### src/sv/dpb_pkg.sv
package dpb_pkg;

  // largest frame side the counters can hold
  localparam int MAX_DIM_DEF = 4096;

  // queue between front and back, and result queue (powers of two)
  localparam int MID_DEPTH_DEF = 4;
  localparam int OUT_DEPTH_DEF = 8;

  localparam int CFG_DATA_W = 24;
  localparam int CFG_IDX_W  = 3;

  typedef enum logic [CFG_IDX_W-1:0] {
    REG_FRAME_WIDTH   = 3'd0,
    REG_FRAME_HEIGHT  = 3'd1,
    REG_DEPTH_LIMIT   = 3'd2,
    REG_SCALE_RECIP   = 3'd3,
    REG_CENTER_X      = 3'd4,
    REG_CENTER_Y      = 3'd5,
    REG_FOCAL_X_RECIP = 3'd6,
    REG_FOCAL_Y_RECIP = 3'd7
  } reg_idx_t;

  typedef struct packed {
    logic [12:0] frame_width;
    logic [12:0] frame_height;
    logic [15:0] depth_limit;
    logic [23:0] scale_recip;
    logic [15:0] center_x;
    logic [15:0] center_y;
    logic [23:0] focal_x_recip;
    logic [23:0] focal_y_recip;
  } cfg_t;

  localparam cfg_t CFG_RESET = '{
    frame_width:   13'd640,
    frame_height:  13'd480,
    depth_limit:   16'd5000,
    scale_recip:   24'd16777,
    center_x:      16'd5112,
    center_y:      16'd3832,
    focal_x_recip: 24'd31957,
    focal_y_recip: 24'd31957
  };

  // one finished point as it sits in the result queue
  typedef struct packed {
    logic        point_valid;
    logic [31:0] pos_x;
    logic [31:0] pos_y;
    logic [31:0] pos_z;
    logic [7:0]  blue;
    logic [7:0]  green;
    logic [7:0]  red;
    logic        frame_last;
  } res_t;

  localparam int RES_W = $bits(res_t);

endpackage

### src/sv/dpb_front.sv
module dpb_front
  import dpb_pkg::*;
#(
  parameter int MAX_DIM = MAX_DIM_DEF,
  parameter int ITEM_W  = 42 + 2 * $clog2(MAX_DIM)
) (
  input  logic              clk,
  input  logic              rst,
  input  cfg_t              cfg,
  input  logic              push,
  input  logic [15:0]       depth_raw,
  input  logic [7:0]        blue,
  input  logic [7:0]        green,
  input  logic [7:0]        red,
  input  logic              q_full,
  output logic              q_push,
  output logic [ITEM_W-1:0] q_data
);

  localparam int CW = $clog2(MAX_DIM);
  // wide enough for the size registers and for MAX_DIM itself
  localparam int EW = ($clog2(MAX_DIM + 1) > 13) ? $clog2(MAX_DIM + 1) : 13;

  typedef struct packed {
    logic          point;
    logic          last;
    logic [15:0]   depth;
    logic [CW-1:0] col;
    logic [CW-1:0] row;
    logic [7:0]    blue;
    logic [7:0]    green;
    logic [7:0]    red;
  } item_t;

  logic [CW-1:0] column_count;
  logic [CW-1:0] row_count;
  logic [EW-1:0] w_eff;
  logic [EW-1:0] h_eff;
  logic          row_end;
  logic          frame_end;
  item_t         item;

  // clamp size registers to 1..MAX_DIM
  always_comb begin
    if (cfg.frame_width == '0) begin
      w_eff = EW'(1);
    end else if (EW'(cfg.frame_width) > EW'(MAX_DIM)) begin
      w_eff = EW'(MAX_DIM);
    end else begin
      w_eff = EW'(cfg.frame_width);
    end
    if (cfg.frame_height == '0) begin
      h_eff = EW'(1);
    end else if (EW'(cfg.frame_height) > EW'(MAX_DIM)) begin
      h_eff = EW'(MAX_DIM);
    end else begin
      h_eff = EW'(cfg.frame_height);
    end
  end

  assign row_end   = (EW'(column_count) + EW'(1)) >= w_eff;
  assign frame_end = row_end && ((EW'(row_count) + EW'(1)) >= h_eff);

  always_comb begin
    item.point = (depth_raw != '0) && (depth_raw < cfg.depth_limit);
    item.last  = frame_end;
    item.depth = depth_raw;
    item.col   = column_count;
    item.row   = row_count;
    item.blue  = blue;
    item.green = green;
    item.red   = red;
  end

  assign q_push = push && !q_full;
  assign q_data = item;

  always_ff @(posedge clk) begin
    if (rst) begin
      column_count <= '0;
      row_count    <= '0;
    end else if (q_push) begin
      if (row_end) begin
        column_count <= '0;
        row_count    <= frame_end ? '0 : CW'(row_count + 1'b1);
      end else begin
        column_count <= CW'(column_count + 1'b1);
      end
    end
  end

endmodule

### config.mk
export PLATFORM = sky130hd
export DESIGN_NAME = dpb_front
export DESIGN_NICKNAME = d
export VERILOG_FILES = /design/src/sv/dpb_pkg.sv /design/src/sv/dpb_front.sv
export SDC_FILE = /design/constraint.sdc
export NUM_CORES = 1
export LEC_CHECK = 0
export BUFFER_PORTS_ARGS = -buffer_cell sky130_fd_sc_hd__clkbuf_2
export CORE_MARGIN = 8
export CORE_UTILIZATION = 41
export CTS_CLUSTER_SIZE = 40
export DETAILED_ROUTE_END_ITERATION = 16
export PLACE_DENSITY = 0.83
export SLEW_MARGIN = 20
export SYNTH_ARGS = -nofsm -noshare
export SYNTH_HDL_FRONTEND = slang
export SYNTH_SLANG_ARGS = --single-unit
### constraint.sdc
create_clock -name clk -period 11.4 [get_ports clk]
set_clock_uncertainty 0.2 [all_clocks]
set_input_delay 2.85 -clock clk [delete_from_list [all_inputs] [get_ports clk]]
set_output_delay 2.85 -clock clk [all_outputs]
set_load 0.03 [all_outputs]
Yosys cells after proc, flatten, opt, wreduce, memory -nomap -nowiden
Index checks and enable logic that the tools add are counted.

$lt $le $gt $ge: 5. Multiplexer cells: 6. Reduce and logical (&&, ||, !) cells: 8. $add $sub $neg: 4.

Operator list (number): 13-bit two-way mux (4); 12-bit by 1-bit adder with 13-bit output (second input constant) (2); 13-bit greater-or-equal comparator (2); 13-bit greater-than comparator (second input constant) (2); 13-bit logical NOT (2); 12-bit by 1-bit adder with 12-bit output (second input constant) (2); 12-bit two-way mux (2); 16-bit less-than comparator (1); 16-bit nonzero test (1); 1-bit logical AND (3); 2-bit AND reduction (1); 1-bit logical NOT (1).

Output and inout bits: 67. Logic and storage cells: 25. Bits of input ports: 190. Bits in registers: 24.

Logic depth before layout (Yosys ltp)
Gate-level depths: netlist of run 1.

Depth after elaboration: 6. Mapped depth: 15. Mapped depth without buffers: 12.

Least setup slack after synthesis of run 1
Ideal clock, no wire load.

Path type: input-to-output. Start point: input port cfg[124] (netlist name). End point: output port q_data[64]. Slack: 3.633 ns. Data arrival time: 4.717 ns. Stages on the path: 10. Cells stage by stage: nor4_1 a31oi_1 nor2_1 ha_1 or3b_1 o2111ai_1 a2111o_1 nand2_1 o32a_2 buf_4.

Cells in the longest elaborated chain, start to end: 5. Elaborated cells on any way between the ends: 6. Those cells by class: order compare (2); mux (2); reduce/logical (2).

RTL lines: start: declaration (line dpb_front.sv:9) `input cfg_t cfg,`; 13-bit greater-than comparator (line dpb_front.sv:54) `end else if (EW'(cfg.frame_height) > EW'(MAX_DIM)) begin`; 13-bit two-way mux (line dpb_front.sv:54); 13-bit two-way mux * (line dpb_front.sv:52) `if (cfg.frame_height == '0) begin`; 13-bit greater-or-equal comparator * (line dpb_front.sv:62) `assign frame_end = row_end && ((EW'(row_count) + EW'(1)) >= h_eff);`; 1-bit logical AND * (line dpb_front.sv:62); end: declaration (line dpb_front.sv:17) `output logic [ITEM_W-1:0] q_data`.

Every way passes the cells marked *; elsewhere a longest branch is shown, timed or not.

Worst setup path after layout of run 1
Start point: input port cfg[121] (netlist name). End point: output port q_data[64].

Same word-level chain as after synthesis.

==> reports/results.ini, run 1 <==
[clocking]
cts_resized=0
cts_root_buf=clkbuf_8
cts_sinks=24
htree_levels=1
clkLatencyLatePin_ns=0.28
path_clk_slew_ns=0.10
ctsHoldBuffers=0
post_cts_buffers=0
cts_tree=built
cts_buffers=3
cts_buffer_depth=2

[logic_synthesis]
synth-compound-area-share_pct=19.51
yosysSeqAreaShare_pct=16.95
synthDistinctLibCells=56
synth_ff_type=dfxtp_1
synthSimpleGateAreaFrac_pct=21.58
synth_mux_area_share_pct=0.7502
synth_top_family_by_area=simple AND/OR/NAND/NOR gates
synth_area_leaders=ha_1 (19%), dfxtp_1 (17%), buf_4 (11%), nand2_1 (4.2%), xnor2_1 (3.7%)
yosys.area_share.xor_xnor_pct=6.178
synth_cells=357
synth_fa_ha_area_share_pct=18.98
yosysTopAreaCell=ha_1
syn_nets=590
syn_avg_cell_area_um2=7.942
synth_edf_count=0
ys_ff_latch=24
syn-cell-area_um2=2835
ys_async_sr_fraction_pct=0
yosysWarnings=0
synth_top_area_share_pct=18.98

[grt]
antenna_found_initial=0
grt_overflow=0
track_usage_pct=15.40
grt_first_pass_wirelength_um=12930
grt_pass1_vias=2814
grt_max_degree=19

[timing]
setup_tns_ns=0
fin_crit_ns=8.109
finalMaxSlewViolations=0
max-slew-margin-rel_pct=56.70
fin_crit_sh_pct=71.13
worst_slew_pin_slew_ns=0.6460
rsz0062_at_grt=no
fmax_ghz=0.1233
hold_viol=0
setup_violations=0

[final_layout]
diodes=0
stdcell_count=494
area_growth_pct=11.65
drive_above_1_share_pct=30.19
fillers=672
nets=648

[detailed_routing]
vias=2716
avgViaCountPerCell=5.498
drt_wl_total_um=7721
wl_per_cell_um=15.63
drc_errors=0
final_antenna_net_count=0
drt_iter0_drc=65
first_pass_iters=4

[run_status]
status=completed

[setup_path]
worstPathArrival_ns=5.06
startpoint_type=input pin
critPathMaxFanout=2
worstSetupPathType=input pin to output port
ff2ff_setup_slack_ns=7.53
critPathCaptureType=output port
worstPathRequired_ns=8.35

[hold_path]
hp-class=register to register

[power]
power.leakage_uw=0.001691
power_density_nw_per_um2=71.79
vdd.ir_drop.worst_mv=0.04981

[die]
core_um2=6756
start_util_pct=41.96
rows=30
die_h_um=99.16
die_w_um=99.16
num_io_pins=257
die_area_um2=9832

[job]
cap_violations=0

[placed_design]
gp_congestion=0.8559
placed_cells=490
portBuffers=104
post-dp-hpwl_um=6616

==> metrics by stage <==
stage	power [uW]	util (%)	setup slack [ns]	hold WS [ns]	cell area, um2
after floorplan	147.7	-	3.633	0.4274	2835
final	227.2	46.85	3.291	0.3553	3166
after global routing	240.9	46.85	3.103	0.4005	3166
after detailed placement	152.7	45.80	3.303	0.3392	3094
after CTS	230.1	46.85	3.281	0.3539	3166
after global placement	149.9	45.80	3.342	0.3321	3094
==> critical path, cell delays in order <==
cell and delay (ns):
clkbuf_2 0.09, nor4_1 0.28, a31oi_1 0.12, nor2_1 0.13, ha_1 0.24, or3b_1 0.37
o2111ai_1 0.12, a2111o_1 0.25, nand2_1 0.07, o32a_2 0.33, clkbuf_2 0.20
==> worst paths after layout <==
check | start | to | cells after the start
max | cfg[121] | q_data[64] | 11
min | column_count[9] | column_count[9] | 2
max reg2reg | column_count[0] | row_count[0] | 12
min reg2reg | column_count[9] | column_count[9] | 2
==> Yosys cell counts, drive strengths merged (2+ instances only) <==
cell / count
o31ai: 2
nor2: 22
and3: 9
a22oi: 4
a21o: 9
xnor2: 12
o22ai: 7
buf: 45
a22o: 10
nor4: 9
o21a: 4
a21oi: 13
dfxtp: 24
nand2: 32
inv: 25
ha: 43
o21ai: 9
o2111ai: 2
nor3b: 2
nor3: 7
a31oi: 4
nand3: 14
a211o: 2
xor2: 8
nand4: 6
nor2b: 3
a41oi: 2
a211oi: 2
nand2b: 4
clkbuf: 6
or3: 2
==> routing by layer <==
layer / part of all wire [%] / track usage [%]
met5: 0 / 0
met4: 1.9 / 3.260
met3: 11 / 5.796
met2: 44 / 24.90
met1: 43 / 19.00
==> area by class of cell <==
class / instances / area (um2) / share of cell area, %
inverter: 25 / 93.84 / 2.964
timing repair buffer: 104 / 520.5 / 16.44
multi-input combinational: 257 / 1899 / 60.00
clock inverter: 1 / 30.03 / 0.9486
sequential: 24 / 480.5 / 15.18
clock buffer: 3 / 41.29 / 1.304
tap: 80 / 100.1 / 3.162
==> flip-flops by register name, summed over array words and instances, names as in the netlist <==
register / cells
column_count: 12
row_count: 12
==> report_power, final <==
group          switching (uW)  total [uW]  leakage [uW]  internal, uW
Sequential               1.81        86.6      0.000194          84.8
Combinational            37.7        63.6       0.00146          25.9
Clock                    30.0        77.0     0.0000357          47.0
==> layout by cell type, fill, tap and decap left out, drive strengths merged, types with 3 or more instances in the layout <==
| cell | instances |
|---|---|
| a21o | 9 |
| a21oi | 13 |
| a22o | 10 |
| a22oi | 4 |
| a31oi | 4 |
| and3 | 9 |
| clkbuf | 107 |
| dfxtp | 24 |
| ha | 43 |
| inv | 25 |
| nand2 | 32 |
| nand2b | 4 |
| nand3 | 14 |
| nand4 | 6 |
| nor2 | 22 |
| nor2b | 3 |
| nor3 | 7 |
| nor4 | 9 |
| o21a | 4 |
| o21ai | 9 |
| o22ai | 7 |
| xnor2 | 12 |
| xor2 | 8 |
==> cells by family (layout without fill, tap and decap cells) <==
group           Yosys count  in the layout
fa+ha+maj                43             43
compound gates           76             76
simple gates            116            116
xor+xnor                 20             20
flops                    24             24
mux                       2              2
buf+inv                  76            133
No activity file was read; power rests on OpenSTA's default activity.
==> inputs of run 2 (changes only) <==
--- a/config.mk
+++ b/config.mk
@@ -7,10 +7,10 @@
 export LEC_CHECK = 0
 export BUFFER_PORTS_ARGS = -buffer_cell sky130_fd_sc_hd__clkbuf_2
 export CORE_MARGIN = 8
-export CORE_UTILIZATION = 41
+export CORE_UTILIZATION = 38
 export CTS_CLUSTER_SIZE = 40
 export DETAILED_ROUTE_END_ITERATION = 16
-export PLACE_DENSITY = 0.83
+export PLACE_DENSITY = 0.78
 export SLEW_MARGIN = 20
 export SYNTH_ARGS = -nofsm -noshare
 export SYNTH_HDL_FRONTEND = slang
==> constraint.sdc (replaced) <==
create_clock -name clk -period 8.2 [get_ports clk]
set_clock_uncertainty 0.2 [all_clocks]
set_input_delay 2.05 -clock clk [delete_from_list [all_inputs] [get_ports clk]]
set_output_delay 2.05 -clock clk [all_outputs]
set_load 0.03 [all_outputs]
==> reports/results.ini, run 2 (same netlist as run 1, synthesis figures left out) <==
[final_layout]
diodes=0
regArea_um2=480.5
final_common_cell=clkbuf_2
area_growth_pct=12.49
stdcell_count=513
top_regs=column_count: 12 flops, row_count: 12 flops
nets=648
multi_input_area_um2=1899
fin_area_um2=3189
drive_above_1_share_pct=30.19
fillers=740
layout_common_cells=clkbuf_2 (104), ha_1 (43), nand2_1 (32)

[clocking]
cts_root_buf=clkbuf_8
cts_buffers=3
post_cts_buffers=0
cts_buffer_depth=2
ctsHoldBuffers=0
cts_sinks=24
clkLatencyLatePin_ns=0.28
path_clk_slew_ns=0.10
cts_tree=built
htree_levels=1
cts_resized=0

[detailed_routing]
dr.max_layer_used=met4
met1Wirelength_um=3470
vias=2736
drt_iter0_drc=57
met3WireLength_um=738
wl_per_cell_um=15.27
first_pass_iters=4
wl_met2_um=3536
avgViaCountPerCell=5.333
drt_wl_total_um=7831
drc_errors=0
final_antenna_net_count=0

[setup_path]
worstPathRequired_ns=5.95
crit_family=simple AND/OR/NAND/NOR gates
critPathMaxFanout=2
crit_path_frequent_cell=clkbuf_2
worstPathArrival_ns=4.27
critPathCaptureType=output port
cpPeakStageDelay_ns=0.38
path_cells=clkbuf_2 > nor4_1 > a31oi_1 > nor2_1 > ha_1 > or3b_1 > o2111ai_1 > a2111o_1 > nand2_1 > o32a_2 > clkbuf_2
worstSetupPathType=input pin to output port
critPathBufInv=2
slowest_stage=or3b_1
startpoint_type=input pin

[die]
die_w_um=102.4
die_h_um=102.4
num_io_pins=257
die_area_um2=10480
start_util_pct=39.09
core_um2=7253
rows=31

[job]
cap_violations=0

[timing]
rsz0062_at_grt=no
fin_crit_sh_pct=79.53
fin_crit_ns=6.522
max-slew-margin-rel_pct=59.08
worst_slew_pin_slew_ns=0.6105
finalMaxSlewViolations=0
setup_violations=0
setup_tns_ns=0
fmax_ghz=0.1533
hold_viol=0

[power]
power.leakage_uw=0.001691
sequentialPowerShare_pct=38.0
vdd.ir_drop.worst_mv=0.08661
p_int_uw=219.4
combPwrFrac_pct=28.1
power_density_nw_per_um2=99.37
power.total_uw=316.9
p_sw_uw=97.53
clkPwrFrac_pct=33.9
switching_share_pct=30.77

[placed_design]
portBuffers=104
placed_cells=509
gp_congestion=0.8252
post-dp-hpwl_um=6566
place_area_um2=3118

[grt]
track_usage_pct=14.43
grt_first_pass_wirelength_um=12390
grt_overflow=0
grt_max_degree=19
antenna_found_initial=0
grt_pass1_vias=2780

[hold_path]
hp-class=register to register

[run_status]
status=completed

-- run 2: cell counts in the layout (fill, tap and decap cells not counted) --
No cell type changed its count.
-- run 2: area by class of cell --
cell class                      instances  share of cell area [%]
Multi-Input combinational cell        257                   59.55
Timing Repair Buffer                  104                   16.32
Sequential cell                        24                   15.06
Tap cell                               99                   3.884
Inverter                               25                   2.942
Clock buffer                            3                   1.295
Clock inverter                          1                  0.9415
-- run 2: worst reg2reg max path: cells and delay by family, from the launching register on --
kind | cells | cell delay (ns)
AO/OA/AOI/OAI | 2 | 0.68
flip-flops | 1 | 0.43
XOR/XNOR | 1 | 0.10
AND/OR/NAND/NOR | 6 | 1.56
adder cells (fa/ha/maj) | 2 | 0.57
multiplexers | 1 | 0.21
-- run 2: power by group through the flow --
stage,Sequential [uW],Combinational (uW),Clock (uW)
3_5_place_dp,123,88.9,0
6_report,121,89.0,107
5_1_grt,121,101,116
3_3_place_gp,123,85.7,0
4_1_cts,120,89.6,111
2_1_floorplan,124,80.9,0
-- run 2: routing by layer --
layer	GRT usage (%)	vias up
li1	-	1364
met1	17.81	1250
met2	23.84	104
met3	3.883	18
met4	4.176	0
met5	0	-
-- run 2: worst paths after layout --
check                   from              end  slack, ns  cells past startpoint
max                 cfg[124]       q_data[64]       1.68                     11
min          column_count[9]  column_count[9]       0.37                      2
max reg2reg  column_count[0]     row_count[0]       4.38                     12
min reg2reg  column_count[9]  column_count[9]       0.37                      2
-- run 2: stage by stage --
step                      setup WS [ns]  hold slack, ns  utilization (%)
after floorplan                   2.033          0.4274                -
after global placement            1.757          0.3346            42.99
after detailed placement          1.679          0.3497            42.99
after CTS                         1.658          0.3663            43.97
after global routing              1.492          0.4085            43.97
final                             1.678          0.3739            43.97
