[src/sv/dpb_pkg.sv]
package dpb_pkg;

  // largest frame side the counters can hold
  localparam int MAX_DIM_DEF = 4096;

  // queue between front and back, and result queue (powers of two)
  localparam int MID_DEPTH_DEF = 4;
  localparam int OUT_DEPTH_DEF = 8;

  localparam int CFG_DATA_W = 24;
  localparam int CFG_IDX_W  = 3;

  typedef enum logic [CFG_IDX_W-1:0] {
    REG_FRAME_WIDTH   = 3'd0,
    REG_FRAME_HEIGHT  = 3'd1,
    REG_DEPTH_LIMIT   = 3'd2,
    REG_SCALE_RECIP   = 3'd3,
    REG_CENTER_X      = 3'd4,
    REG_CENTER_Y      = 3'd5,
    REG_FOCAL_X_RECIP = 3'd6,
    REG_FOCAL_Y_RECIP = 3'd7
  } reg_idx_t;

  typedef struct packed {
    logic [12:0] frame_width;
    logic [12:0] frame_height;
    logic [15:0] depth_limit;
    logic [23:0] scale_recip;
    logic [15:0] center_x;
    logic [15:0] center_y;
    logic [23:0] focal_x_recip;
    logic [23:0] focal_y_recip;
  } cfg_t;

  localparam cfg_t CFG_RESET = '{
    frame_width:   13'd640,
    frame_height:  13'd480,
    depth_limit:   16'd5000,
    scale_recip:   24'd16777,
    center_x:      16'd5112,
    center_y:      16'd3832,
    focal_x_recip: 24'd31957,
    focal_y_recip: 24'd31957
  };

  // one finished point as it sits in the result queue
  typedef struct packed {
    logic        point_valid;
    logic [31:0] pos_x;
    logic [31:0] pos_y;
    logic [31:0] pos_z;
    logic [7:0]  blue;
    logic [7:0]  green;
    logic [7:0]  red;
    logic        frame_last;
  } res_t;

  localparam int RES_W = $bits(res_t);

endpackage

[src/sv/dpb_queue.sv]
module dpb_queue
  import dpb_pkg::*;
#(
  parameter int W     = 8,
  parameter int DEPTH = 4
) (
  input  logic                     clk,
  input  logic                     rst,
  input  logic                     push,
  input  logic [W-1:0]             wdata,
  output logic                     full,
  input  logic                     pop,
  output logic [W-1:0]             rdata,
  output logic                     empty,
  output logic [$clog2(DEPTH):0]   count
);

  localparam int AW = $clog2(DEPTH);

  logic [W-1:0]  mem [DEPTH];
  logic [AW-1:0] wr_ptr;
  logic [AW-1:0] rd_ptr;
  logic [AW:0]   fill;
  logic          do_push;
  logic          do_pop;

  assign do_push = push && !full;
  assign do_pop  = pop && !empty;
  assign full    = (fill == (AW+1)'(DEPTH));
  assign empty   = (fill == '0);
  assign count   = fill;
  assign rdata   = mem[rd_ptr];

  always_ff @(posedge clk) begin
    if (rst) begin
      wr_ptr <= '0;
      rd_ptr <= '0;
      fill   <= '0;
    end else begin
      if (do_push) begin
        wr_ptr <= wr_ptr + 1'b1;
      end
      if (do_pop) begin
        rd_ptr <= rd_ptr + 1'b1;
      end
      case ({do_push, do_pop})
        2'b10:   fill <= fill + 1'b1;
        2'b01:   fill <= fill - 1'b1;
        default: fill <= fill;
      endcase
    end
  end

  always_ff @(posedge clk) begin
    if (do_push) begin
      mem[wr_ptr] <= wdata;
    end
  end

endmodule

[config.mk]
export PLATFORM = sky130hd
export DESIGN_NAME = dpb_queue
export DESIGN_NICKNAME = d
export VERILOG_FILES = /design/src/sv/dpb_pkg.sv /design/src/sv/dpb_queue.sv
export SDC_FILE = /design/constraint.sdc
export NUM_CORES = 1
export LEC_CHECK = 0
export BUFFER_PORTS_ARGS = -buffer_cell sky130_fd_sc_hd__buf_2
export CORE_ASPECT_RATIO = 0.8
export CORE_MARGIN = 2
export CORE_UTILIZATION = 30
export DETAILED_ROUTE_END_ITERATION = 10
export SETUP_SLACK_MARGIN = 0.02
export SYNTH_ARGS = -nofsm -noshare
export SYNTH_HDL_FRONTEND = slang
export SYNTH_SLANG_ARGS = --single-unit
[constraint.sdc]
create_clock -name clk -period 2.3 [get_ports clk]
set_clock_uncertainty 0.1 [all_clocks]
set_input_delay 0.46 -clock clk [delete_from_list [all_inputs] [get_ports clk]]
set_output_delay 0.46 -clock clk [all_outputs]
set_load 0.01 [all_outputs]
# Word-level counts from Yosys, hierarchy flattened
# Memories as Yosys holds them, arrays and structs flattened. A register that Yosys moved wholly into a read port is not among the register bits.
# Cells that the tools add are included.
# totals
reg_bits	7
latch_bits	0
ramBits	32
mem_bits_ro	0
output_inout_bits	13
wordCells	22
n_memories	1
# classes
addsub	4
n_mul	0
div	0
n_lt_le_gt_ge	0
n_eq_ne	3
shift	0
mux	5
bitwise	0
reduce_logical	6
# mem_list
memory	words	word_bits	rd	rd_ports_with_merged_regs	wr	line	rtl
mem	4	8	1	1	1	dpb_queue.sv:20	logic [W-1:0] mem [DEPTH];
# ops
cell	count
one-hot mux 3 bit (2 select lines)	1
adder 2 x 1 -> 2 bit, second input constant	2
2-to-1 mux 2 bit	2
adder 3 x 1 -> 3 bit, second input constant	1
== test 3 bit, second input constant	1
zero test 3 bit	1
subtractor 3 x 1 -> 3 bit, second input constant	1
== test 2 x 1 -> 1 bit, second input constant	1
== test 2 bit, second input constant	1
logical AND 1 bit	2
zero test 1 bit	2
2-to-1 mux 1 bit	2
nonzero test 2 bit	1

# Longest topological paths before layout
# Gate-level depths: netlist of run 1.
# depth
word_depth	5
depth_mapped	9
depth_no_buf	9

# Least setup slack after synthesis of run 1
# No wires, ideal clock.
# synth_timing
kind	register -> register
from	reg fill[2], in the netlist count[2]
to	reg fill[2], in the netlist count[2]
arrival_ns	2.131
required_time_ns	2.130
setup_slack_ns	-0.001
stages_incl_launch_ff	10
synth_period_minus_slack_ns	2.301
path_cell_list	dfxtp_1 nor3b_2 nor2_1 inv_1 ha_1 inv_1 fa_1 xor2_1 or3_1 a21oi_1
# synth_between
elab_chain_len	5
# synth_rtl
item	line	rtl
start, declared	dpb_queue.sv:23	logic [AW:0] fill;
start signal, assigned	dpb_queue.sv:47	2'b10: fill <= fill + 1'b1;
start signal, assigned	dpb_queue.sv:48	2'b01: fill <= fill - 1'b1;
start signal, assigned	dpb_queue.sv:49	default: fill <= fill;
== test 3 bit *	dpb_queue.sv:29	assign full = (fill == (AW+1)'(DEPTH));
via full	dpb_queue.sv:11	output logic full,
zero test 1 bit *	dpb_queue.sv:27	assign do_push = push && !full;
logical AND 1 bit *	dpb_queue.sv:27	
== test 2 x 1 -> 1 bit / == test 2 bit (equally long branches)	dpb_queue.sv:46	case ({do_push, do_pop})
one-hot mux 3 bit (2 select lines) / nonzero test 2 bit (equally long branches)	--	
# The timed path passes the listed nets; every way through them passes the cells marked *.
# A chain may end at the register's enable or synchronous reset.

# Worst setup path in the final report of run 1
# layout_timing
from	reg fill[0], in the netlist count[0]
to	reg fill[2], in the netlist count[2]
# layout_between
elab_chain_len	5
# layout_rtl
item	line
== test 3 bit / zero test 3 bit (equally long branches)	dpb_queue.sv:29, dpb_queue.sv:30
zero test 1 bit (on tied branches)	dpb_queue.sv:27, dpb_queue.sv:28
logical AND 1 bit (on tied branches)	dpb_queue.sv:27, dpb_queue.sv:28
== test 2 x 1 -> 1 bit / == test 2 bit (equally long branches)	dpb_queue.sv:46
one-hot mux 3 bit (2 select lines) / nonzero test 2 bit (equally long branches)	--
# Parallel ways exist; a longest one is shown, timed or not.

==> impl_metrics.yaml, run 1 <==
synth:
  synth_cells: 96
  syn-num-nets: 114
  ys_top_cells_by_area: "edfxtp_1 (59%), dfxtp_1 (11%), mux4_2 (11%)"
  ys_seq_area_share_pct: 69.8
  synth_top_area_cell: "edfxtp_1"
  yosysTopAreaCellShare_pct: 58.8
  netlist_area_um2: 1640
  ys_ff_latch: 41
  ys_types: 20
  avgSynthCellArea_um2: 17.0
  yosysWarnings: 0
routing:
  ant_nets: 0
  routed.top_layer: "met4"
  drt_pre_antenna_iters: 4
  drtIter0Drc: 29
  drt-met1-wl_um: 1190
  wire_per_inst_um: 14.4
  via_count: 862
  drcViolationCount: 0
  wl_met2_um: 1380
  wl_um: 2780
  wl_met3_um: 165
  vias_per_cell: 4.47
critical_path:
  rrSetupSlack_ps: 160
  critical_path_class: "flip-flop to flip-flop"
  crit_start: "count[0]"
  rr_worst_depth: 9
  worstReg2RegEnd: "count[2]"
  cp-start-kind: "flip-flop"
  arrival_ps: 2260
  crit_path_end_kind: "flip-flop"
  r2r_start: "count[0]"
  required_ps: 2430
  critPathMaxFanout: 6
cts:
  clkSinkCount: 41
  clockRootBuffer: "clkbuf_8"
  cts.path.max_buffers: 2
  cts.reportedPaths.clkPinSlew_ps: 70
  clk_latency_ps: 290
  ctsHoldBuffers: 0
  cts_tree: "done"
  h-tree-depth: 2
  cts_buffers: 5
placed_design:
  placedCellCount: 185
  place_hpwl_um: 2010
  gp_congestion: 0.713
  port_buffers: 24
grt:
  antenna_found_initial: 0
  grt_overflow_total: 0
  grt_pass1_wl_um: 4490
  first_global_vias: 953
  track_usage_pct: 10.2
  grt_max_degree: 13
floorplanning:
  rows: 24
  die_w_um: 86.5
  die_h_um: 70.0
  io_pins: 25
  start_util_pct: 30.6
  dieArea_um2: 6060
  core_area_um2: 5350
run:
  max_cap_violations: 0
power:
  leakage_nw: 0.707
  finalPower_w: 0.00199
  ir_worst_vdd_uv: 414
  p_per_area_nw_per_um2: 1020
worst_hold_path:
  hold_depth: 1
  hp-class: "input port to flip-flop"
  holdPathEnd: "mem[0][6]"
  worstHoldStart: "wdata[6]"
timing:
  drv_slew: 0
  slew_headroom_pct: 71.1
  post-route-min-period_ps: 2140
  setup_violations: 0
  finalCritPeriodShare_pct: 93.0
  tightest_slew_ps: 434
  tns_ps: 0
  rsz0062_at_grt: "no"
  hold_viol: 0
  max_freq_ghz: 0.467
final_layout:
  layout_commonest_cell: "edfxtp_1"
  fin_cells: 193
  drive_gt1_share_pct: 39.1
  antenna_cells: 0
  most-common-layout-cells: "edfxtp_1 (32), buf_2 (24), inv_1 (8), mux4_2 (8), dfxtp_1 (7)"
  final_nets: 146
  syn2layout_area_growth_pct: 19.6
run_status:
  status: "finished clean"
-- repair_timing --
action	in CTS	in global routing
setup buffers	0	1
resized for setup	0	6
endpoints found under the setup margin	0	1
-- state kept, by name, indices dropped and copies added (netlist names), named ones only --
name / cells
rd_ptr: 2
count: 3
mem: 32
wr_ptr: 2
-- per-layer routing --
layer / vias to the layer above / GRT usage (%)
li1: 416 / -
met1: 418 / 12.4
met2: 23 / 16.0
met3: 5 / 4.02
met4: 0 / 4.69
met5: - / 0
-- layout make-up --
class | count | area, µm²
clock buffers | 6 | 72.6
clock inverters | 1 | 8.76
fillers | 515 | 3390
inverters | 8 | 30.0
multi-input cells | 44 | 467
flip-flops and latches | 41 | 1150
well taps | 65 | 81.3
repair buffers | 28 | 150
-- synthesized netlist by cell type --
cell type  count
xor2_1         3
ha_1           5
and2_1         4
mux4_2         8
mux2i_1        1
edfxtp_1      32
nor3_2         1
nor2_1         6
nand2b_1       2
inv_1          8
nand2_1        1
buf_2          1
or3_1          3
o21ai_0        3
fa_1           1
dfxtp_1        9
a21oi_1        4
o31ai_2        1
buf_1          2
nor3b_2        1
-- power by group --
group          switching (W)  internal, W
registers          0.0000622     0.000902
logic               0.000298     0.000294
clock network       0.000224     0.000210
-- logic make-up (layout without fill, tap and decap cells) --
logic type | count (synthesis) | count (layout) | synth area share [%]
adders and majority gates | 6 | 6 | 5.05
muxes | 9 | 9 | 11.6
and+or+nand+nor | 18 | 18 | 6.43
DFF | 41 | 41 | 69.8
buffers and inverters | 11 | 43 | 2.60
xor gates and xnor gates | 3 | 3 | 1.61
AOI/OAI and AO/OA | 8 | 8 | 2.91
-- how the worst max path moves through the flow --
stage	to	slack, ps
floorplan	count[2]	50
global placement	count[2]	240
global route	count[2]	50
detailed placement	count[2]	80
finish	count[2]	160
CTS	count[2]	50
-- through the flow --
stage               hold WS, ps  util, %  worst slack (ps)  cell area [µm²]
CTS                         269     36.2              52.2             1930
global route                279     36.6              54.1             1960
detailed placement          380     34.7              75.6             1850
finish                      281     36.6               161             1960
global placement            381     34.7               238             1850
floorplan                   359        -              48.9             1640
-- critical path, stage by stage (launching register included) --
cell and delay [ps]:
dfxtp_4 380, nor3b_4 220, nor2_1 80, inv_1 60, ha_2 190, inv_1 60, fa_2 340, xor2_1 170
or3_1 330, a21oi_2 150
(Power assumes the default switching activity.)
==> inputs of run 2 (changes only) <==
--- a/config.mk
+++ b/config.mk
@@ -5,6 +5,7 @@
 export SDC_FILE = /design/constraint.sdc
 export NUM_CORES = 1
 export LEC_CHECK = 0
+export ABC_AREA = 1
 export BUFFER_PORTS_ARGS = -buffer_cell sky130_fd_sc_hd__buf_2
 export CORE_ASPECT_RATIO = 0.8
 export CORE_MARGIN = 2
==> run 2 against run 1 <==
Flip-flop and latch count unchanged. Setup slack improved by 80 ps. Count of clock-buffer cells in the layout shrank 1. Register-to-register slack better by 270 ps. Clock power increased by 53%. First-iteration DRC count grew 55%. Combinational power increased by 2%. Non-clock buffer count up 1. Sequential power fell by 0.5%. Die area up 3.3%. Global-route usage increased by 0.47 points. Highest routed layer unchanged.
==> impl_metrics.yaml, run 2 <==
final_layout:
  fin_cells: 259
  max_flop_register: "mem"
  final_core_util_pct: 37.9
  drive_gt1_share_pct: 24.9
  syn2layout_area_growth_pct: 21.7
  final_nets: 198
  layout_commonest_cell: "edfxtp_1"
  largest_reg_flops: 32
  most-common-layout-cells: "edfxtp_1 (32), nor2_1 (25), buf_2 (24)"
  antenna_cells: 0
cts:
  h-tree-depth: 2
  cts.path.max_buffers: 2
  clk_latency_ps: 280
  cts_buffers: 5
  cts_resized: 0
  ctsHoldBuffers: 0
  post_cts_buffers: 0
  cts.reportedPaths.clkPinSlew_ps: 70
  clockRootBuffer: "clkbuf_8"
  cts_tree: "done"
  clkSinkCount: 41
floorplanning:
  start_util_pct: 31.1
  die_w_um: 88.0
  core_area_um2: 5440
  io_pins: 25
  rows: 24
  die_h_um: 71.2
  dieArea_um2: 6260
timing:
  rsz0062_at_grt: "no"
  slew_headroom_pct: 77.7
  finalCritPeriodShare_pct: 89.5
  setup_violations: 0
  tns_ps: 0
  whs_ps: 285
  tightest_slew_ps: 333
  max_freq_ghz: 0.486
  post-route-min-period_ps: 2060
  drv_slew: 0
  hold_viol: 0
synth:
  netlist_area_um2: 1690
  ys.flop_type: "edfxtp_1"
  syn-num-nets: 164
  synth_top_area_cell: "edfxtp_1"
  async_flop_share_pct: 0
  synthTopCellsByCount: "edfxtp_1 (32), nor2_1 (25), inv_1 (19)"
  yosysWarnings: 0
  yosysMostFrequentCell: "edfxtp_1"
  ys_ff_latch: 41
  synth_cells: 146
  yosysTopAreaCellShare_pct: 56.8
  ys_seq_area_share_pct: 67.5
  synth_enable_flop_cells: 32
  ys_types: 18
  avgSynthCellArea_um2: 11.6
  ys_top_cells_by_area: "edfxtp_1 (57%), dfxtp_1 (11%), nor2_1 (5.5%)"
critical_path:
  rrSetupSlack_ps: 430
  crit_path_end_kind: "primary output"
  slowest_stage: "dfxtp_1"
  arrival_ps: 1500
  required_ps: 1740
  cp-start-kind: "flip-flop"
  critPathMaxFanout: 9
  cpPeakStageDelay_ps: 520
  cp_cell_sequence: "buf_4, o21ai_0, o22ai_1, buf_2"
  critical_path_class: "flip-flop to primary output"
routing:
  drcViolationCount: 0
  via_count: 1058
  wl_um: 2930
  ant_nets: 0
  drt_pre_antenna_iters: 4
  vias_per_cell: 4.08
  wire_per_inst_um: 11.3
  drtIter0Drc: 45
placed_design:
  place_hpwl_um: 2040
  port_buffers: 24
  placedCellCount: 251
  gp_congestion: 0.766
run_status:
  status: "finished clean"
power:
  p_sw_w: 0.000671
  ir_worst_vdd_uv: 368
  pwr-share-comb_pct: 27.1
  finalPower_w: 0.00222
  p_int_w: 0.00155
  switching_share_pct: 30.2
  p_per_area_nw_per_um2: 1080
  leakage_nw: 0.819
  seq_power_share_pct: 43.1
  power.clock.fraction_pct: 29.8
worst_hold_path:
  hp-class: "input port to flip-flop"
grt:
  first_global_vias: 1039
  track_usage_pct: 10.7
  antenna_found_initial: 0
  grt_overflow_total: 0
  grt_pass1_wl_um: 4930
  grt_max_degree: 17
run:
  max_cap_violations: 0
[run 2: changes by cell type after synthesis, moves of 3 or more]
cell / delta
xor2_1: -3
nand2_1: +11
and2_1: -4
o22ai_1: +8
mux4_2: -8
o21ai_0: +11
nand3_1: +5
o21ai_2: +3
inv_1: +11
or3_1: -3
nor2_1: +19
[run 2: area by class of cell]
cell class	instances	area (µm²)
Fill cell	531	3380
Sequential cell	41	1140
Multi-Input combinational cell	83	453
Timing Repair Buffer	29	158
Tap cell	78	97.6
Inverter	20	75.1
Clock buffer	5	68.8
Clock inverter	3	65.1
[run 2: worst max-delay path: cells and delay by family (launching register included)]
kind,cells,cell delay [ps]
compound gates,2,300
buf+inv,2,390
flops,1,520
[run 2: per-stage QoR]
| stage | worst slack, ps | area (µm²) |
|---|---|---|
| 6_report | 241 | 2060 |
| 5_1_grt | 99.5 | 2060 |
| 4_1_cts | 216 | 2060 |
| 3_5_place_dp | 448 | 1920 |
| 3_3_place_gp | 480 | 1920 |
| 2_1_floorplan | 534 | 1690 |
[run 2: power groups by stage]
stage | Clock (W) | Sequential [W] | Combinational [W]
2_1_floorplan | 0 | 0.000970 | 0.000407
3_3_place_gp | 0 | 0.000976 | 0.000610
5_1_grt | 0.000703 | 0.000972 | 0.000701
3_5_place_dp | 0 | 0.000978 | 0.000610
4_1_cts | 0.000682 | 0.000962 | 0.000613
6_report | 0.000662 | 0.000959 | 0.000603
[run 2: routing by layer]
layer | track usage (%) | vias up | share of wire [%]
met1 | 14.7 | 470 | 48
met2 | 16.0 | 20 | 46
met5 | 0 | - | 0
met3 | 2.80 | 2 | 4.5
met4 | 4.62 | 0 | 1.2
li1 | - | 566 | -
[run 2: cell families after synthesis]
| kind of cell | Yosys count | share of synthesized area (%) |
|---|---|---|
| AOI/OAI and AO/OA | 31 | 10.4 |
| adders and majority gates | 6 | 4.88 |
| buffers and inverters | 22 | 5.77 |
| DFF | 41 | 67.5 |
| and+or+nand+nor | 46 | 11.5 |
[run 2: final timing paths]
check | from | to | cells after the start
worst max register to register | count[1] | count[2] | 12
worst min-delay path | rst | wr_ptr[1] | 2
worst min register to register | wr_ptr[0] | wr_ptr[0] | 2
worst max-delay path | flip-flop | rdata[5] | 4
==> inputs of run 3 (changes only) <==
--- a/config.mk
+++ b/config.mk
@@ -6,11 +6,12 @@
 export NUM_CORES = 1
 export LEC_CHECK = 0
 export ABC_AREA = 1
-export BUFFER_PORTS_ARGS = -buffer_cell sky130_fd_sc_hd__buf_2
+export BUFFER_PORTS_ARGS = -buffer_cell sky130_fd_sc_hd__clkbuf_2
 export CORE_ASPECT_RATIO = 0.8
 export CORE_MARGIN = 2
 export CORE_UTILIZATION = 30
 export DETAILED_ROUTE_END_ITERATION = 10
+export REMOVE_ABC_BUFFERS = 1
 export SETUP_SLACK_MARGIN = 0.02
 export SYNTH_ARGS = -nofsm -noshare
 export SYNTH_HDL_FRONTEND = slang
==> run 3 against run 2 <==
Combinational power about the same. Power up 1.0%. Maximum frequency up 0.99%. Routed wire length up 8.1%. Clock power up 3%. Sequential power about the same. Critical path depth unchanged. Final area unchanged. Critical path type unchanged. Critical endpoint is now rdata[2]. Largest cell class unchanged.
==> impl_metrics.yaml, run 3 (same netlist as run 2, synthesis figures left out) <==
power:
  power.clock.fraction_pct: 30.2
  leakage_nw: 0.822
  ir_worst_vdd_uv: 404
  p_per_area_nw_per_um2: 1090
  pwr-share-comb_pct: 27.0
  switching_share_pct: 30.9
  seq_power_share_pct: 42.8
  p_sw_w: 0.000695
  finalPower_w: 0.00225
  p_int_w: 0.00155
final_layout:
  largest_reg_flops: 32
  drive_gt1_share_pct: 24.9
  fin_area_um2: 2060
  layout_commonest_cell: "edfxtp_1"
  most-common-layout-cells: "edfxtp_1 (32), nor2_1 (25), clkbuf_2 (24)"
  max_flop_register: "mem"
  final_nets: 198
  syn2layout_area_growth_pct: 21.7
  antenna_cells: 0
routing:
  drcViolationCount: 0
  via_count: 1087
  wl_um: 3170
  wire_per_inst_um: 12.2
  ant_nets: 0
  vias_per_cell: 4.20
  drt_pre_antenna_iters: 4
  drtIter0Drc: 65
floorplanning:
  dieArea_um2: 6260
  start_util_pct: 31.1
  io_pins: 25
  die_w_um: 88.0
  core_area_um2: 5440
  die_h_um: 71.2
  rows: 24
grt:
  antenna_found_initial: 0
  track_usage_pct: 11.4
  grt_pass1_wl_um: 5140
  first_global_vias: 1079
  grt_overflow_total: 0
  grt_max_degree: 17
critical_path:
  cpPeakStageDelay_ps: 420
  required_ps: 1740
  slowest_stage: "dfxtp_1"
  crit_path_end_kind: "primary output"
  cp-start-kind: "flip-flop"
  cp_cell_sequence: "inv_1, o21ai_0, o22ai_1, clkbuf_2"
  critPathMaxFanout: 9
  arrival_ps: 1480
  r2r_start: "count[2]"
  critical_path_class: "flip-flop to primary output"
timing:
  tns_ps: 0
  setup_violations: 0
  finalCritPeriodShare_pct: 88.6
  hold_viol: 0
  post-route-min-period_ps: 2040
  tightest_slew_ps: 361
  slew_headroom_pct: 75.9
  max_freq_ghz: 0.490
  rsz0062_at_grt: "no"
  drv_slew: 0
cts:
  ctsHoldBuffers: 0
  cts.path.max_buffers: 2
  cts.reportedPaths.clkPinSlew_ps: 90
  cts_resized: 0
  cts_tree: "done"
  post_cts_buffers: 0
  clockRootBuffer: "clkbuf_8"
  clk_latency_ps: 280
  cts_buffers: 5
  h-tree-depth: 2
  clkSinkCount: 41
run:
  max_cap_violations: 0
worst_hold_path:
  hp-class: "input port to flip-flop"
  worstHoldStart: "wdata[3]"
placed_design:
  dpl-instance-area_um2: 1920
  gp_congestion: 0.755
  place_hpwl_um: 2170
  port_buffers: 24
run_status:
  status: "finished clean"
[run 3: changes by cell type in the layout (fill, tap and decap cells not counted)]
cell | before | now
clkbuf_2 | 0 | 24
buf_2 | 24 | 0
[run 3: final timing paths]
| kind | end | slack, ps | cells past startpoint |
|---|---|---|---|
| min reg2reg | rd_ptr[1] | 410 | 2 |
| max reg2reg | count[2] | 420 | 13 |
| min | mem[0][3] | 290 | 1 |
| max | rdata[2] | 260 | 4 |
[run 3: layout make-up]
class | instances | area, µm²
Sequential cell | 41 | 1140
Inverter | 20 | 75.1
Clock inverter | 3 | 65.1
Fill cell | 540 | 3380
Clock buffer | 5 | 68.8
Tap cell | 78 | 97.6
Timing Repair Buffer | 29 | 158
Multi-Input combinational cell | 83 | 453
[run 3: worst max-delay path: cells and delay by family, from the launching register on]
family	cells	cell delay [ps]
DFF	1	420
AOI/OAI and AO/OA	2	320
buffers and inverters	2	440
[run 3: metal layers]
layer | up-vias | GRT usage [%] | wire [µm]
met1 | 491 | 14.4 | 1550
li1 | 566 | - | -
met3 | 2 | 4.20 | 121
met2 | 28 | 17.3 | 1450
met5 | - | 0 | 0
met4 | 0 | 5.13 | 41
[run 3: through the flow]
stage,instances,utilization (%),hold slack [ps],setup WS (ps)
6_report,259,37.9,287,261
5_1_grt,259,37.9,274,117
4_1_cts,259,37.9,282,241
3_5_place_dp,251,35.4,396,418
3_3_place_gp,251,35.4,401,486
2_1_floorplan,144,-,359,534
[run 3: power by group through the flow]
stage	combinational [W]	clock [W]	sequential [W]
3_5_place_dp	0.000618	0	0.000979
2_1_floorplan	0.000371	0	0.000980
5_1_grt	0.000698	0.000730	0.000974
6_report	0.000606	0.000679	0.000961
4_1_cts	0.000620	0.000688	0.000962
3_3_place_gp	0.000608	0	0.000977
